## config.mk

```make
export PLATFORM = sky130hd
export DESIGN_NAME = edpc_div_stage
export DESIGN_NICKNAME = d
export VERILOG_FILES = /design/src/hdl/edpc_pkg.sv /design/src/hdl/edpc_div_stage.sv
export SDC_FILE = /design/constraint.sdc
export NUM_CORES = 1
export LEC_CHECK = 0
export ABC_CLOCK_PERIOD_IN_PS = 17380
export BUFFER_PORTS_ARGS = -buffer_cell sky130_fd_sc_hd__buf_2
export CELL_PAD_IN_SITES_DETAIL_PLACEMENT = 0
export CELL_PAD_IN_SITES_GLOBAL_PLACEMENT = 1
export CORE_AREA = 2 2 488 490
export CTS_CLUSTER_DIAMETER = 50
export DETAILED_ROUTE_END_ITERATION = 12
export DIE_AREA = 0 0 490 492
export GPL_ROUTABILITY_DRIVEN = 0
export PLACE_DENSITY = 0.52
export SYNTH_ARGS = -nofsm -noshare
export SYNTH_HDL_FRONTEND = slang
export SYNTH_SLANG_ARGS = --single-unit
export TNS_END_PERCENT = 1
```

## constraint.sdc

```tcl
create_clock -name clk -period 17.38 [get_ports clk]
set_clock_uncertainty 0.2 [all_clocks]
set_input_delay 1.738 -clock clk [delete_from_list [all_inputs] [get_ports clk]]
set_output_delay 1.738 -clock clk [all_outputs]
set_load 0.02 [all_outputs]
```

## src/hdl/edpc_pkg.sv

```systemverilog
// Shared widths, payload types and lane codes for the disk pair collision pipeline.
`timescale 1ns / 1ps
package edpc_pkg;

  // Field widths.
  localparam int VW  = 32;           // positions and velocities
  localparam int MW  = 16;           // masses
  localparam int RW  = 24;           // radii

  // Internal widths.
  localparam int DFW = VW + 1;       // coordinate differences
  localparam int AW  = RW + 1;       // radius sum, and offsets while near
  localparam int SQW = 2 * AW;       // one squared term
  localparam int DDW = SQW + 1;      // squared distance
  localparam int MSW = MW + 1;       // mass sum
  localparam int DW  = DDW + MSW;    // divisor
  localparam int PW  = DFW + AW + 1; // one term of the dot product
  localparam int SW  = PW + 1;       // dot product
  localparam int LOW = 32;           // split point of wide multiplies
  localparam int MGW = SW + AW;      // dot product times one offset
  localparam int NW  = MGW + MW + 1; // dividend, including the factor two
  localparam int QW  = 36;           // quotient bits, one per divider stage
  localparam int SUMW = QW + 3;      // velocity plus signed correction

  localparam int NLANES       = 4;
  localparam int FRONT_STAGES = 9;
  localparam int BACK_STAGES  = 2;

  // Divider lanes.
  localparam int LANE_FX = 0;
  localparam int LANE_SX = 1;
  localparam int LANE_FY = 2;
  localparam int LANE_SY = 3;

  localparam logic signed [SUMW-1:0] SUM_MAX = $signed(SUMW'({1'b0, {(VW-1){1'b1}}}));
  localparam logic signed [SUMW-1:0] SUM_MIN = ~SUM_MAX;

  typedef struct packed {
    logic signed [VW-1:0] v1x;
    logic signed [VW-1:0] v1y;
    logic signed [VW-1:0] v2x;
    logic signed [VW-1:0] v2y;
  } vel_t;

  typedef struct packed {
    logic signed [VW-1:0] p1x;
    logic signed [VW-1:0] p1y;
    logic [MW-1:0]        m1;
    logic [RW-1:0]        r1;
    logic signed [VW-1:0] p2x;
    logic signed [VW-1:0] p2y;
    logic [MW-1:0]        m2;
    logic [RW-1:0]        r2;
    vel_t                 vel;
  } pair_t;

  typedef struct packed {
    vel_t              vel;
    logic              contact;
    logic              go;
    logic [NLANES-1:0] neg;
  } side_t;

  typedef struct packed {
    logic [DW-1:0]                 den;
    logic [NLANES-1:0][DW-1:0]     rem;
    logic [NLANES-1:0][QW-1:0]     lq;
    side_t                         side;
  } quo_t;

  typedef struct packed {
    logic [NLANES-1:0][QW:0] q;
    side_t                   side;
  } rnd_t;

  typedef struct packed {
    logic contact;
    vel_t vel;
  } res_t;

endpackage

```

## src/hdl/edpc_div_stage.sv

```systemverilog
// One restoring division step for all four lanes, one quotient bit each.
`timescale 1ns / 1ps
module edpc_div_stage
  import edpc_pkg::*;
(
  input  logic clk,
  input  logic rst_n,
  input  logic up_vld,
  output logic up_rdy,
  input  quo_t up_data,
  output logic dn_vld,
  input  logic dn_rdy,
  output quo_t dn_data
);

  logic                      vld_r;
  quo_t                      data_r, data_nxt;
  logic [NLANES-1:0][DW:0]   trial;
  logic [NLANES-1:0]         ge;

  assign up_rdy = !vld_r || dn_rdy;

  // The quotient bit shifts in where the next dividend bit shifts out.
  always_comb begin
    data_nxt = up_data;
    for (int l = 0; l < NLANES; l++) begin
      trial[l]           = {up_data.rem[l], up_data.lq[l][QW-1]};
      ge[l]              = (trial[l] >= {1'b0, up_data.den});
      data_nxt.rem[l]    = ge[l] ? DW'(trial[l] - {1'b0, up_data.den}) : DW'(trial[l]);
      data_nxt.lq[l]     = {up_data.lq[l][QW-2:0], ge[l]};
    end
  end

  always_ff @(posedge clk) begin
    if (!rst_n) begin
      vld_r <= 1'b0;
    end else if (up_rdy) begin
      vld_r <= up_vld;
    end
  end

  always_ff @(posedge clk) begin
    if (up_rdy) begin
      data_r <= data_nxt;
    end
  end

  assign dn_vld  = vld_r;
  assign dn_data = data_r;

endmodule

```

==> impl_metrics.toml, run 1 <==
[sta]
finalSetupViolCount = 0
fin_crit_sh_pct = 39.2
setup_tns_ns = 0
worst_slack_ns = 10.56
drv_slew = 0
period_minus_slack_ns = 6.82
max_freq_mhz = 147
relSlewSlack_pct = 25.1
grt_setup_unrepaired = "no"
finalHoldViolCount = 0
timing_worst_slew_pin_value_ns = 1.12

[synthesis]
synth_mux_area_share_pct = 1.17
synthCells = 3731
async_reset_ff_share_pct = 0
syn-cell-area_um2 = 38100
synth_common_cells = "618 x edfxtp_1, 477 x a21oi_1, 337 x nor2_1"
synth.most_common_cell = "edfxtp_1"
synth_top_family_by_area = "compound AO/OA/AOI/OAI gates"
yosysTopAreaCellShare_pct = 48.7
yosys_most_used_dff = "edfxtp_1"
yosysSeqAreaShare_pct = 48.8
ys_ff_latch = 619
yosys_warnings = 0
syn_avg_cell_area_um2 = 10.2
synth_top_area_cell = "edfxtp_1"
synthAdderAreaFrac_pct = 9.15
synth-compound-area-share_pct = 19.1
synthSimpleGateAreaFrac_pct = 12.4
synth_edf_count = 618
synthXorXnorAreaFrac_pct = 5.73
synth_cell_types = 86
syn_nets = 4629
yosys-top-cells-area = "edfxtp_1 49%, ha_1 8.9%, a21oi_1 6.3%"

[power]
vdd_drop_max_v = 0.0000703
p_comb_share_pct = 26.2
switching_share_pct = 35.3
p_total_mw = 6.20
p_clk_share_pct = 42.2
p_int_mw = 4.01
leakage_nw = 22.1
power_density_nw_per_um2 = 118
switchingPower_mw = 2.19
seq_power_share_pct = 31.6

[setup_path]
end_kind = "flip-flop"
cp_data_required_time_ns = 17.71
r2r_cells = 6
critPathArrivalTime_ns = 7.14
crit_fanout = 59
cp-start-kind = "input pin"
crit_type = "input pin to flip-flop"

[global_route]
antenna_found_initial = 281
grtUsageTotal_pct = 20.9
grt_pass1_vias = 36900
grt_max_degree = 156
grt_pass1_wl_um = 337000
overflow = 0

[hold_path]
hp-class = "flip-flop to flip-flop"
hold_path_depth = 1

[layout]
stdcell_count = 8329
layout-drive-gt1-share_pct = 30.5
area_growth_pct = 38.1
nets = 5880

[drt]
wl_per_cell_um = 31.5
drtPass1Iterations = 8
drt_wl_total_um = 262000
post-route-drc-count = 0
drt_iter0_markers = 2573
antenna_left = 0
vias_per_cell = 4.47
route.vias.total = 37200

[floorplanning]
die_y_um = 492
dieArea_um2 = 241000
core_region_area_um2 = 236000
die_w_um = 490
start_util_pct = 16.1
ios = 1242
rows = 179

[cts]
clock_latency_ns = 0.77
cts_tree = "built"
clock-sinks = 619
cts_resized = 0
cts_buffer_depth = 3
cts_root_buf = "clkbuf_16"
htree_levels = 4
cts_setup_buffers = 0
clkSlewWorstSetupHoldPaths_ns = 0.06
postCtsHoldBufs = 0
cts-buffers-inserted = 130

[status]
status = "finished clean"

[placement]
dp_cells = 8017
port_buffers = 1241
place_ws_ns = 9.76
dp_hpwl_um = 228000

[job]
cap_violations = 0
cell type report:
type                       instances  area, um^2
antenna                           71         178
clock buffer                     143        3320
clock inverter                    98        1210
fill                           25900      184000
inverter                         175         658
multi-input combinational       2778       18200
sequential                       619       18600
tap                             3167        3960
timing repair buffer            1278        6500
per-layer routing:
layer	routed length, um	global-route usage (%)
met2	139000	40.1
met5	277	0
met1	88800	20.3
met4	17500	11.1
met3	16300	5.32
state kept, by name, indices dropped and copies added, names as in the netlist:
signal and cells:
dn_data 618, dn_vld 1
metrics by stage:
step                hold WS, ns  instance area (um^2)  utilization [%]
finish                    0.579                 52600             22.2
floorplan                  1.64                 38100                -
global placement          0.631                 47800             20.2
global route              0.624                 52500             22.2
detailed placement        0.635                 47900             20.3
CTS                       0.604                 52400             22.2
power groups by stage:
stage	clock, mW	combinational, mW	sequential [mW]
3_3_place_gp	0	1.63	1.99
4_1_cts	2.70	1.63	1.96
2_1_floorplan	0	0.646	2.24
5_1_grt	2.75	1.73	1.97
3_5_place_dp	0	1.62	1.99
6_report	2.62	1.62	1.96
final timing paths:
check | startpoint | endpoint | slack [ns]
max | up_data[557] | dn_data[325] | 10.56
min | dn_vld | dn_data[456] | 0.58
max reg2reg | dn_vld | dn_data[4] | 12.60
min reg2reg | dn_vld | dn_data[456] | 0.58
worst max-delay path, stage by stage:
cell	delay, ns
buf_2	0.11
inv_1	0.30
ha_1	0.38
and3_1	0.22
a22oi_1	0.17
a21bo_2	0.29
a21oi_1	0.55
nor4_2	0.12
o2111ai_1	0.75
a21oi_2	0.15
a21oi_2	0.29
buf_4	0.34
clkinv_2	0.68
buf_4	0.55
mux2_1	0.39
cell families after synthesis:
group	Yosys count
AO/OA/AOI/OAI	1193
XOR/XNOR	249
adder cells (fa/ha/maj)	276
buffers and inverters	334
flip-flops	619
multiplexers	40
AND/OR/NAND/NOR	1020
placed cells by master (no fill, tap or decap), drive strengths merged, types with 9 or more instances in the layout:
cell type / netlist / layout
ha: 272 / 272
mux2: 36 / 36
a221o: 9 / 9
inv: 175 / 202
clkbuf: 101 / 143
edfxtp: 618 / 618
nor2b: 24 / 24
a21o: 128 / 128
o21a: 27 / 27
o21bai: 66 / 66
o21ai: 257 / 257
xnor2: 148 / 148
a21oi: 479 / 479
a221oi: 12 / 12
nand3: 51 / 51
and3: 27 / 27
nand4: 104 / 104
a31oi: 31 / 31
o211ai: 27 / 27
o31ai: 27 / 27
nand2: 307 / 307
nor3: 49 / 49
nor2: 337 / 337
a21boi: 19 / 19
or2: 13 / 13
nand2b: 26 / 26
and2: 16 / 16
bufinv: 0 / 14
buf: 58 / 1278
xor2: 101 / 101
and4: 12 / 12
or3: 14 / 14
clkinv: 0 / 49
diode: 0 / 71
nor4: 18 / 18
a211oi: 27 / 27
Note: power is estimated with default switching activity, not from simulation.
==> run 2, diff against run 1 <==
--- a/config.mk
+++ b/config.mk
@@ -5,7 +5,7 @@
 export SDC_FILE = /design/constraint.sdc
 export NUM_CORES = 1
 export LEC_CHECK = 0
-export ABC_CLOCK_PERIOD_IN_PS = 17380
+export ABC_CLOCK_PERIOD_IN_PS = 5600
 export BUFFER_PORTS_ARGS = -buffer_cell sky130_fd_sc_hd__buf_2
 export CELL_PAD_IN_SITES_DETAIL_PLACEMENT = 0
 export CELL_PAD_IN_SITES_GLOBAL_PLACEMENT = 1
==> constraint.sdc (replaced) <==
create_clock -name clk -period 5.6 [get_ports clk]
set_clock_uncertainty 0.2 [all_clocks]
set_input_delay 0.56 -clock clk [delete_from_list [all_inputs] [get_ports clk]]
set_output_delay 0.56 -clock clk [all_outputs]
set_load 0.02 [all_outputs]
==> run 2 against run 1 <==
  * Core utilization grew 2.8 points
  * Sequential share of layout area shrank 3.9 points
  * Critical endpoint is now dn_data[372]
  * Critical path type unchanged
  * Hold slack lost 0.52 ns
  * Count of clock-buffer cells in the layout grew 9
  * Sequential power grew to 3.1 times the previous value
==> impl_metrics.toml, run 2 (same netlist as run 1, synthesis figures left out) <==
[status]
status = "finished clean"

[drt]
post-route-drc-count = 0
drt_wl_total_um = 265000
route.vias.total = 39400
drtPass1Iterations = 5
vias_per_cell = 4.40
wl_per_cell_um = 29.5
drt_iter0_markers = 2582
antenna_left = 0

[setup_path]
critical-path-top-delay-family = "simple AND/OR/NAND/NOR gates"
crit_type = "input pin to flip-flop"
r2r_cells = 3
cp_data_required_time_ns = 5.96
end_kind = "flip-flop"
crit_fanout = 44
slowest_stage = "nor4_1"
cp-startpoint = "up_data[605]"
critPathMaxStageDelay_ns = 0.94
rr_endpoint = "dn_data[254]"
cp-start-kind = "input pin"
critical_path_depth = 13
cp_num_buf_inv = 5
rrSetupSlack_ns = 3.21
path_cells = "dlygate4sd3_1 -> buf_2 -> inv_1 -> ha_1 -> and4_1 -> inv_1 -> or4_1 -> nor4_1 -> and3_1 -> a211o_1 -> o21bai_4 -> buf_12 -> mux2_2"
worstReg2RegStart = "dn_vld"
critPathArrivalTime_ns = 5.46
endpoint = "dn_data[372]"
cpMostUsedCell = "inv_1"

[power]
leakage_nw = 25.0
vdd_drop_max_v = 0.000226
power_density_nw_per_um2 = 336
p_total_mw = 19.9

[floorplanning]
start_util_pct = 16.1
die_y_um = 492
die_w_um = 490
ios = 1242
core_region_area_um2 = 236000
dieArea_um2 = 241000
rows = 179

[placement]
place_ws_ns = -0.0374
port_buffers = 1241
dp_hpwl_um = 229000
dp_cells = 8064
dpl_cell_area_um2 = 48300

[sta]
whs_ns = 0.0576
finalHoldViolCount = 0
relSlewSlack_pct = 24.4
finalSetupViolCount = 0
drv_slew = 0
timing_worst_slew_pin_value_ns = 1.12
max_freq_mhz = 196
period_minus_slack_ns = 5.10
fin_crit_sh_pct = 91.1
worst_slack_ns = 0.497
grt_setup_unrepaired = "no"

[layout]
stdcell_count = 8959
n_fill_cell = 25500
final_area_um2 = 59100
final_cell_mix = "1241 x buf_2, 618 x edfxtp_1, 609 x dlygate4sd3_1"
final_common_cell = "buf_2"
layout-drive-gt1-share_pct = 27.8
nets = 6543
largest_reg_flops = 618
area_growth_pct = 55.4

[cts]
cts-buffers-inserted = 137
clkSlewWorstSetupHoldPaths_ns = 0.05
cts_buffer_depth = 3
clock_latency_ns = 0.78
cts_tree = "built"
cts_root_buf = "clkbuf_16"
cts_setup_buffers = 0
htree_levels = 4
clock-sinks = 619

[global_route]
antenna_found_initial = 222
grt_pass1_vias = 39900
grt_max_degree = 98
grtUsageTotal_pct = 21.1
grt_pass1_wl_um = 345000
overflow = 0

[job]
cap_violations = 0

[hold_path]
hold_path_depth = 3
hp-class = "input pin to flip-flop"
[run 2: area by class of cell]
class                           instances  area (um^2)  share of cell area, %
Tap cell                             3167         3960                   6.70
Sequential cell                       619        18600                   31.4
Antenna cell                           38         95.1                  0.161
Timing Repair Buffer                 1934        13100                   22.1
Clock inverter                         96         1110                   1.88
Clock buffer                          152         3510                   5.93
Multi-Input combinational cell       2778        18100                   30.7
Inverter                              175          658                   1.11
[run 2: worst min-delay path by stage]
stage | startpoint | slack, ns | endpoint
3_3_place_gp | up_data[157] | 0.54 | dn_data[158]
5_1_grt | up_data[427] | 0.05 | dn_data[428]
4_1_cts | up_data[427] | 0.02 | dn_data[428]
6_report | up_data[427] | 0.06 | dn_data[428]
2_1_floorplan | up_data[0] | 0.46 | dn_data[0]
3_5_place_dp | up_data[190] | 0.54 | dn_data[191]
[run 2: report_power, final]
group	total (mW)	switching (mW)	internal, mW
clock network	8.27	3.12	5.15
logic	5.50	3.64	1.86
registers	6.09	0.236	5.85
[run 2: stage by stage]
stage	TNS, ns	utilization, %
finish	0	25.0
global route	0	25.0
CTS	0	25.0
detailed placement	-0.168	20.5
global placement	0	20.5
floorplan	-0.102	-
[run 2: what timing repair did]
| action | CTS | global route |
|---|---|---|
| hold endpoints to repair | 608 | 0 |
| gates resized for setup | 0 | 0 |
| hold buffers | 609 | 0 |
| endpoints found under the setup margin | 0 | 0 |
[run 2: worst min-delay path: cells and delay by family]
| kind | cells | cell delay, ns |
|---|---|---|
| compound gates | 1 | 0.10 |
| buf+inv | 1 | 0.19 |
| simple gates | 1 | 0.06 |
[run 2: per-layer routing]
| layer | vias up | part of all wire (%) | track usage, % |
|---|---|---|---|
| met1 | 18900 | 34 | 20.8 |
| met5 | - | 0.064 | 0 |
| met2 | 1837 | 54 | 41.4 |
| met4 | 28 | 5.3 | 9.00 |
| li1 | 17900 | - | - |
| met3 | 698 | 6.1 | 5.11 |
