==> config.mk <==
export PLATFORM = sky130hd
export DESIGN_NAME = edpc_back
export DESIGN_NICKNAME = d
export VERILOG_FILES = /design/src/hdl/edpc_pkg.sv /design/src/hdl/edpc_back.sv
export SDC_FILE = /design/constraint.sdc
export NUM_CORES = 1
export LEC_CHECK = 0
export ABC_CLOCK_PERIOD_IN_PS = 8470
export BUFFER_PORTS_ARGS = -buffer_cell sky130_fd_sc_hd__buf_2
export CORE_AREA = 2 2 297 299
export DETAILED_ROUTE_END_ITERATION = 10
export DIE_AREA = 0 0 299 301
export PLACE_DENSITY = 0.64
export RECOVER_POWER = 100
export SLEW_MARGIN = 30
export SYNTH_ARGS = -nofsm -noshare
export SYNTH_HDL_FRONTEND = slang
export SYNTH_SLANG_ARGS = --single-unit
==> constraint.sdc <==
create_clock -name clk -period 8.47 [get_ports clk]
set_clock_uncertainty 0.05 [all_clocks]
set_input_delay 0.847 -clock clk [delete_from_list [all_inputs] [get_ports clk]]
set_output_delay 0.847 -clock clk [all_outputs]
set_load 0.01 [all_outputs]
==> src/hdl/edpc_pkg.sv <==
// Shared widths, payload types and lane codes for the disk pair collision pipeline.
`timescale 1ns / 1ps
package edpc_pkg;

  // Field widths.
  localparam int VW  = 32;           // positions and velocities
  localparam int MW  = 16;           // masses
  localparam int RW  = 24;           // radii

  // Internal widths.
  localparam int DFW = VW + 1;       // coordinate differences
  localparam int AW  = RW + 1;       // radius sum, and offsets while near
  localparam int SQW = 2 * AW;       // one squared term
  localparam int DDW = SQW + 1;      // squared distance
  localparam int MSW = MW + 1;       // mass sum
  localparam int DW  = DDW + MSW;    // divisor
  localparam int PW  = DFW + AW + 1; // one term of the dot product
  localparam int SW  = PW + 1;       // dot product
  localparam int LOW = 32;           // split point of wide multiplies
  localparam int MGW = SW + AW;      // dot product times one offset
  localparam int NW  = MGW + MW + 1; // dividend, including the factor two
  localparam int QW  = 36;           // quotient bits, one per divider stage
  localparam int SUMW = QW + 3;      // velocity plus signed correction

  localparam int NLANES       = 4;
  localparam int FRONT_STAGES = 9;
  localparam int BACK_STAGES  = 2;

  // Divider lanes.
  localparam int LANE_FX = 0;
  localparam int LANE_SX = 1;
  localparam int LANE_FY = 2;
  localparam int LANE_SY = 3;

  localparam logic signed [SUMW-1:0] SUM_MAX = $signed(SUMW'({1'b0, {(VW-1){1'b1}}}));
  localparam logic signed [SUMW-1:0] SUM_MIN = ~SUM_MAX;

  typedef struct packed {
    logic signed [VW-1:0] v1x;
    logic signed [VW-1:0] v1y;
    logic signed [VW-1:0] v2x;
    logic signed [VW-1:0] v2y;
  } vel_t;

  typedef struct packed {
    logic signed [VW-1:0] p1x;
    logic signed [VW-1:0] p1y;
    logic [MW-1:0]        m1;
    logic [RW-1:0]        r1;
    logic signed [VW-1:0] p2x;
    logic signed [VW-1:0] p2y;
    logic [MW-1:0]        m2;
    logic [RW-1:0]        r2;
    vel_t                 vel;
  } pair_t;

  typedef struct packed {
    vel_t              vel;
    logic              contact;
    logic              go;
    logic [NLANES-1:0] neg;
  } side_t;

  typedef struct packed {
    logic [DW-1:0]                 den;
    logic [NLANES-1:0][DW-1:0]     rem;
    logic [NLANES-1:0][QW-1:0]     lq;
    side_t                         side;
  } quo_t;

  typedef struct packed {
    logic [NLANES-1:0][QW:0] q;
    side_t                   side;
  } rnd_t;

  typedef struct packed {
    logic contact;
    vel_t vel;
  } res_t;

endpackage

==> src/hdl/edpc_back.sv <==
// Back pipeline: rounding, signed correction, saturation and the output register.
`timescale 1ns / 1ps
module edpc_back
  import edpc_pkg::*;
(
  input  logic clk,
  input  logic rst_n,
  input  logic up_vld,
  output logic up_rdy,
  input  quo_t up_data,
  output logic dn_vld,
  input  logic dn_rdy,
  output res_t dn_data
);

  function automatic logic signed [VW-1:0] sat_add(input logic signed [VW-1:0] v,
                                                   input logic [QW:0] q,
                                                   input logic neg);
    logic signed [SUMW-1:0] qs;
    logic signed [SUMW-1:0] sum;
    logic signed [SUMW-1:0] clip;
    qs   = neg ? -$signed({2'b00, q}) : $signed({2'b00, q});
    sum  = SUMW'(v) + qs;
    clip = (sum > SUM_MAX) ? SUM_MAX : ((sum < SUM_MIN) ? SUM_MIN : sum);
    return clip[VW-1:0];
  endfunction

  logic [BACK_STAGES-1:0] vld_r;
  logic [BACK_STAGES:0]   rdy;

  always_comb begin
    rdy[BACK_STAGES] = dn_rdy;
    for (int i = BACK_STAGES - 1; i >= 0; i--) begin
      rdy[i] = !vld_r[i] || rdy[i+1];
    end
  end

  assign up_rdy = rdy[0];
  assign dn_vld = vld_r[BACK_STAGES-1];

  always_ff @(posedge clk) begin
    if (!rst_n) begin
      vld_r <= '0;
    end else begin
      if (rdy[0]) begin
        vld_r[0] <= up_vld;
      end
      if (rdy[1]) begin
        vld_r[1] <= vld_r[0];
      end
    end
  end

  // Round to nearest, ties away from zero, on the magnitude.
  rnd_t rnd_nxt, rnd_r;

  always_comb begin
    rnd_nxt.side = up_data.side;
    for (int l = 0; l < NLANES; l++) begin
      rnd_nxt.q[l] = (QW+1)'(up_data.lq[l])
                   + (QW+1)'({up_data.rem[l], 1'b0} >= {1'b0, up_data.den});
    end
  end

  always_ff @(posedge clk) begin
    if (rdy[0]) begin
      rnd_r <= rnd_nxt;
    end
  end

  res_t res_nxt, res_r;

  always_comb begin
    res_nxt.contact = rnd_r.side.contact;
    res_nxt.vel     = rnd_r.side.vel;
    if (rnd_r.side.go) begin
      res_nxt.vel.v1x = sat_add(rnd_r.side.vel.v1x, rnd_r.q[LANE_FX], rnd_r.side.neg[LANE_FX]);
      res_nxt.vel.v2x = sat_add(rnd_r.side.vel.v2x, rnd_r.q[LANE_SX], rnd_r.side.neg[LANE_SX]);
      res_nxt.vel.v1y = sat_add(rnd_r.side.vel.v1y, rnd_r.q[LANE_FY], rnd_r.side.neg[LANE_FY]);
      res_nxt.vel.v2y = sat_add(rnd_r.side.vel.v2y, rnd_r.q[LANE_SY], rnd_r.side.neg[LANE_SY]);
    end
  end

  always_ff @(posedge clk) begin
    if (rdy[1]) begin
      res_r <= res_nxt;
    end
  end

  assign dn_data = res_r;

endmodule
==> results.py, run 1 <==
metrics = {
    "sta": {
        "finalMaxSlewViolations": 488,
        "period_share_pct": 88.0,
        "finalCriticalPeriod_ns": 7.45,
        "tns_ns": 0,
        "finalSetupViolCount": 0,
        "worstMarginPinSlew_ns": 4.38,
        "max_freq_ghz": 0.134,
        "slew_headroom_pct": -194,
        "rsz0062_at_grt": "no",
        "hold_viol_final": 0,
    },
    "global_route": {
        "globalRouteOverflowTotal": 0,
        "grt_pass1_wl_um": 190000,
        "grt_pass1_vias": 31300,
        "track_usage_pct": 27.7,
        "antenna_found_initial": 53,
        "grt_max_degree": 89,
    },
    "pwr": {
        "power_density_nw_per_um2": 178,
        "pwr-share-comb_pct": 34.5,
        "pwr-share-seq_pct": 37.1,
        "p_leak_nw": 17.6,
        "intPower_w": 0.00478,
        "p_clk_share_pct": 28.4,
        "switching_power_w": 0.00263,
        "irDropWorstVdd_uv": 159,
        "switching_share_pct": 35.5,
    },
    "clock_tree": {
        "root_buffer": "clkbuf_16",
        "path_clk_slew_ns": 0.07,
        "clk_path_buf_depth": 3,
        "cts_setup_buffers": 0,
        "clk_latency_ns": 0.62,
        "cts_tree": "built",
        "cts_buffers": 48,
        "ctsHoldBuffers": 0,
        "clock-sinks": 413,
        "cts_resized": 0,
        "h-tree-depth": 2,
    },
    "synthesis": {
        "yosysSeqAreaShare_pct": 35.2,
        "synth_edf_count": 411,
        "synth_top_area_cell": "edfxtp_1",
        "ys.flop_type": "edfxtp_1",
        "synth_top_area_share_pct": 35.1,
        "syn_area_um2": 35200,
        "ys_ff_latch": 413,
        "avgSynthCellArea_um2": 9.45,
        "yosys_warnings": 0,
        "syn_nets": 4799,
        "postSynth.asyncResetShare_pct": 0,
        "synth_area_leaders": "edfxtp_1, ha_1, xnor2_1",
        "synthCells": 3724,
        "synth_cell_type_count": 81,
    },
    "outcome": {
        "status": "finished with violations",
        "violations": "capacitance limit, slew limit",
    },
    "floorplanning": {
        "rows": 108,
        "start_util_pct": 40.7,
        "die_area_um2": 90000,
        "die_w_um": 299,
        "die_y_um": 301,
        "num_io_pins": 753,
        "core_um2": 86500,
    },
    "critical_path": {
        "crit_path_start_kind": "register",
        "path_class": "register to register",
        "required_ns": 8.69,
        "arrival_ns": 7.67,
        "crit_path_end_kind": "register",
        "crit_start": "rnd_r[210]",
        "reg2reg_from": "rnd_r[210]",
        "cp_max_fo": 31,
    },
    "route": {
        "drt-total-wl_um": 129000,
        "wl_per_cell_um": 22.9,
        "drc": 0,
        "ant_nets": 0,
        "vias": 32400,
        "dr.max_layer_used": "met5",
        "viasPerCell": 5.73,
        "drt_iter0_drc": 2426,
        "wl_met1_um": 53500,
        "drt_first_pass_iters": 5,
        "wl_met3_um": 8760,
        "wl_met2_um": 61700,
    },
    "final_layout": {
        "fillers": 8402,
        "multi_input_area_um2": 21800,
        "layout_commonest_cell": "buf_2",
        "final_layout_size_suffix_gt1_share_pct": 16.2,
        "finalNetCount": 5501,
        "seqCellArea_um2": 12400,
        "finalNonFillerCells": 5654,
        "syn_to_final_growth_pct": 18.0,
        "mostFrequentLayoutCells": "buf_2, ha_1, edfxtp_1",
    },
    "placement": {
        "dp.cells": 5531,
        "hpwl_um": 108000,
        "gp_congestion": 0.985,
        "io_buffers": 752,
    },
    "worst_hold_path": {
        "holdCritPathClass": "primary input to register",
        "min_from": "up_data[46]",
    },
    "flow_run": {
        "drv_cap": 9,
    },
}
-- power groups by stage --
| stage | clock network (W) | registers (W) | logic (W) |
|---|---|---|---|
| 3_5_place_dp | 0 | 0.00278 | 0.00256 |
| 3_3_place_gp | 0 | 0.00278 | 0.00255 |
| 4_1_cts | 0.00214 | 0.00274 | 0.00258 |
| 6_report | 0.00210 | 0.00275 | 0.00255 |
| 5_1_grt | 0.00222 | 0.00276 | 0.00282 |
| 2_1_floorplan | 0 | 0.00276 | 0.00162 |
-- path summary, 6_finish.rpt --
check | to | depth (start not counted) | slack, ns
worst max-delay path | dn_data[68] | 19 | 1.02
worst min-delay path | rnd_r[46] | 1 | 0.34
worst min register to register | dn_data[128] | 0 | 0.39
worst max register to register | dn_data[68] | 19 | 1.02
-- logic make-up after synthesis --
family                     Yosys count  share of synthesized area (%)
muxes                                5                          0.156
AOI/OAI and AO/OA                 1040                           19.3
xor gates and xnor gates           411                           10.2
DFF                                413                           35.2
adders and majority gates          453                           16.2
and+or+nand+nor                   1124                           16.0
buffers and inverters              278                           3.04
-- synth_stat cells (8+ instances only) --
master / n
nor2_1: 220
clkbuf_1: 111
nand2b_1: 40
nor3_1: 63
a21o_1: 137
a311oi_1: 44
ha_1: 449
a221o_1: 10
or4_1: 31
or3_1: 25
a31oi_1: 9
a211o_1: 10
o211ai_1: 25
o21a_1: 34
xor2_1: 86
nand2_1: 303
o31ai_1: 55
o41ai_1: 32
o21ai_0: 230
or2_2: 20
a22oi_1: 34
and2_1: 19
a21boi_0: 8
nand3_1: 114
o21bai_1: 29
inv_1: 159
edfxtp_1: 411
xnor2_1: 325
o221ai_1: 9
nor4_1: 30
a211oi_1: 33
nor2b_1: 50
and4_1: 11
and3_1: 46
a21oi_1: 274
nand4_1: 128
-- worst max-delay path: stages (launching register included) --
cell and delay, ns:
edfxtp_1 0.44, nor3_1 0.36, nand3_1 0.14, or2_2 0.32, or4_1 0.47, or2_2 0.35, or4_1 0.54, o31ai_1 0.28
xnor2_1 0.10, ha_1 0.43, nand4_1 0.20, nor4_1 0.39, nor3b_1 0.23, a21boi_0 0.45, o21ai_0 0.20, and3_1 0.19
o31ai_1 0.34, o41a_1 0.20, clkbuf_1 1.12, a22oi_1 0.28
-- per-layer routing --
layer	global-route usage (%)	vias up
met2	47.4	1211
met1	34.9	15400
met4	10.6	14
met3	4.55	229
li1	-	15600
met5	0	-
-- registers in the layout, summed over array words and instances, names as in the netlist --
signal   cells
vld_r        2
rnd_r      281
dn_data    129
res_nxt      1
-- metrics by stage --
step                hold slack [ns]  setup slack [ns]  total power [W]  area (um^2)  utilization [%]
floorplan                     0.350             0.564          0.00438        35200                -
finish                        0.340              1.02          0.00740        41600             48.0
detailed placement            0.384              1.53          0.00534        40200             46.4
CTS                           0.298              1.52          0.00746        41700             48.2
global route                  0.313             0.580          0.00780        41500             48.0
global placement              0.385              1.66          0.00533        40100             46.4
-- final cells by class --
| class | count | area share, % |
|---|---|---|
| Multi-Input combinational cell | 3033 | 52.4 |
| Tap cell | 1155 | 3.48 |
| Timing Repair Buffer | 771 | 8.88 |
| Clock buffer | 59 | 3.09 |
| Inverter | 159 | 1.44 |
| Antenna cell | 35 | 0.211 |
| Clock inverter | 29 | 0.665 |
| Sequential cell | 413 | 29.8 |
(Power assumes the default switching activity.)
==> run 2: changes to the inputs <==
- MAX_ROUTING_LAYER: unset -> met4
==> run 2 against run 1 <==
  * The flow still finishes with violations (capacitance limit, slew limit)
  * Combinational power about the same
  * Critical path type unchanged
  * Total power increased by 0.77%
  * Maximum frequency about the same
  * Worst setup slack improved by 0.0040 ns
  * Global-route usage increased by 0.82 points
  * Design area increased by 0.22%
  * Largest power group unchanged
  * Final cell count increased by 0.14%
  * Largest cell class unchanged
  * Die area unchanged
  * Clock power increased by 2%
==> results.py, run 2 (synthesis results as in run 1) <==
metrics = {
    "outcome": {
        "status": "finished with violations",
        "violations": "capacitance limit, slew limit",
    },
    "worst_hold_path": {
        "min_from": "up_data[95]",
        "holdCritPathClass": "primary input to register",
    },
    "route": {
        "drt_iter0_drc": 2565,
        "drc": 0,
        "wl_per_cell_um": 23.0,
        "drt_first_pass_iters": 6,
        "vias": 32400,
        "drt-total-wl_um": 130000,
        "ant_nets": 0,
        "viasPerCell": 5.72,
    },
    "final_layout": {
        "largest_register_ffs": 281,
        "final_layout_size_suffix_gt1_share_pct": 16.3,
        "syn_to_final_growth_pct": 18.3,
        "mostFrequentLayoutCells": "buf_2, ha_1, edfxtp_1",
        "seqCellArea_um2": 12400,
        "top_register": "rnd_r",
        "finalNetCount": 5503,
        "multi_input_area_um2": 21800,
        "finalNonFillerCells": 5662,
        "layout_commonest_cell": "buf_2",
        "fillers": 8426,
    },
    "sta": {
        "finalSetupViolCount": 0,
        "worstMarginPinSlew_ns": 4.30,
        "tns_ns": 0,
        "max_freq_ghz": 0.134,
        "hold_viol_final": 0,
        "finalMaxSlewViolations": 485,
        "slew_headroom_pct": -188,
        "hold_ws_ns": 0.336,
        "finalCriticalPeriod_ns": 7.45,
        "rsz0062_at_grt": "no",
        "period_share_pct": 87.9,
    },
    "floorplanning": {
        "die_w_um": 299,
        "start_util_pct": 40.7,
        "die_y_um": 301,
        "num_io_pins": 753,
        "die_area_um2": 90000,
        "core_um2": 86500,
        "rows": 108,
    },
    "pwr": {
        "total_power_w": 0.00746,
        "p_leak_nw": 17.6,
        "power_density_nw_per_um2": 179,
        "irDropWorstVdd_uv": 184,
    },
    "critical_path": {
        "cp_max_fo": 31,
        "critPathBufInv": 1,
        "crit_path_end_kind": "register",
        "max_stage_delay_ns": 1.23,
        "critPathTopFamily": "simple AND/OR/NAND/NOR gates",
        "cp_slowest_cell": "clkbuf_1",
        "required_ns": 8.69,
        "reg2reg_from": "rnd_r[188]",
        "crit_path_start_kind": "register",
        "crit_chain": "or4_1 > or4_1 > or2_0 > or4b_1 > or3_1 > or2_2 > o21ai_0 > xnor2_1 > ha_1 > and3_1 > nand2_1 > or3_1 > o21bai_1 > mux2_2 > o31ai_1 > o21ai_0 > nor4_1 > a211oi_4 > clkbuf_1 > a311oi_1",
        "arrival_ns": 7.67,
        "path_class": "register to register",
        "crit_start": "rnd_r[188]",
    },
    "clock_tree": {
        "cts_resized": 0,
        "ctsHoldBuffers": 0,
        "cts_setup_buffers": 0,
        "cts_tree": "built",
        "cts_buffers": 50,
        "root_buffer": "clkbuf_16",
        "clk_latency_ns": 0.63,
        "clk_path_buf_depth": 3,
        "path_clk_slew_ns": 0.06,
        "clock-sinks": 413,
        "h-tree-depth": 2,
    },
    "global_route": {
        "globalRouteOverflowTotal": 0,
        "antenna_found_initial": 54,
        "grt_pass1_wl_um": 189000,
        "grt_max_degree": 163,
        "track_usage_pct": 28.5,
        "grt_pass1_vias": 30900,
    },
    "flow_run": {
        "drv_cap": 8,
    },
    "placement": {
        "dp.cells": 5529,
        "gp_congestion": 0.995,
        "hpwl_um": 108000,
        "io_buffers": 752,
    },
}
run 2: layer usage:
layer | global-route usage [%] | routed length [um] | vias up
met5 | - | 0 | -
met4 | 9.88 | 4680 | 0
met3 | 3.41 | 7770 | 215
met2 | 47.6 | 62400 | 1195
met1 | 35.8 | 55100 | 15400
li1 | - | - | 15600
run 2: worst reg2reg max path, stage by stage (launching register included):
cell,delay (ns)
edfxtp_1,0.44
or4_1,0.61
or4_1,0.45
or2_0,0.25
or4b_1,0.59
or3_1,0.39
or2_2,0.32
o21ai_0,0.20
xnor2_1,0.09
ha_1,0.48
and3_1,0.24
nand2_1,0.07
or3_1,0.40
o21bai_1,0.30
mux2_2,0.21
o31ai_1,0.06
o21ai_0,0.21
nor4_1,0.10
a211oi_4,0.23
clkbuf_1,1.23
a311oi_1,0.16
run 2: area by class of cell:
type,instances,area share (%)
Multi-Input combinational cell,3033,52.3
Sequential cell,413,29.7
Timing Repair Buffer,771,8.88
Tap cell,1155,3.47
Clock buffer,60,3.15
Inverter,159,1.44
Clock inverter,31,0.766
Antenna cell,40,0.240
run 2: metrics by stage:
stage	util [%]	worst slack [ns]	area, um^2
after floorplan	-	0.564	35200
after global placement	46.4	1.86	40100
after detailed placement	46.4	1.73	40100
after CTS	48.3	1.71	41800
after global routing	48.1	0.652	41600
final	48.2	1.02	41600
run 2: path summary, 6_finish.rpt:
| check | to | slack (ns) | cells past startpoint |
|---|---|---|---|
| max | dn_data[44] | 1.02 | 20 |
| max reg2reg | dn_data[44] | 1.02 | 20 |
| min reg2reg | dn_data[128] | 0.37 | 0 |
| min | rnd_r[95] | 0.34 | 1 |
run 2: where the power goes:
group	switching, W	total [W]	internal (W)
logic	0.00155	0.00257	0.00101
registers	0.000200	0.00274	0.00254
clock network	0.000919	0.00215	0.00123
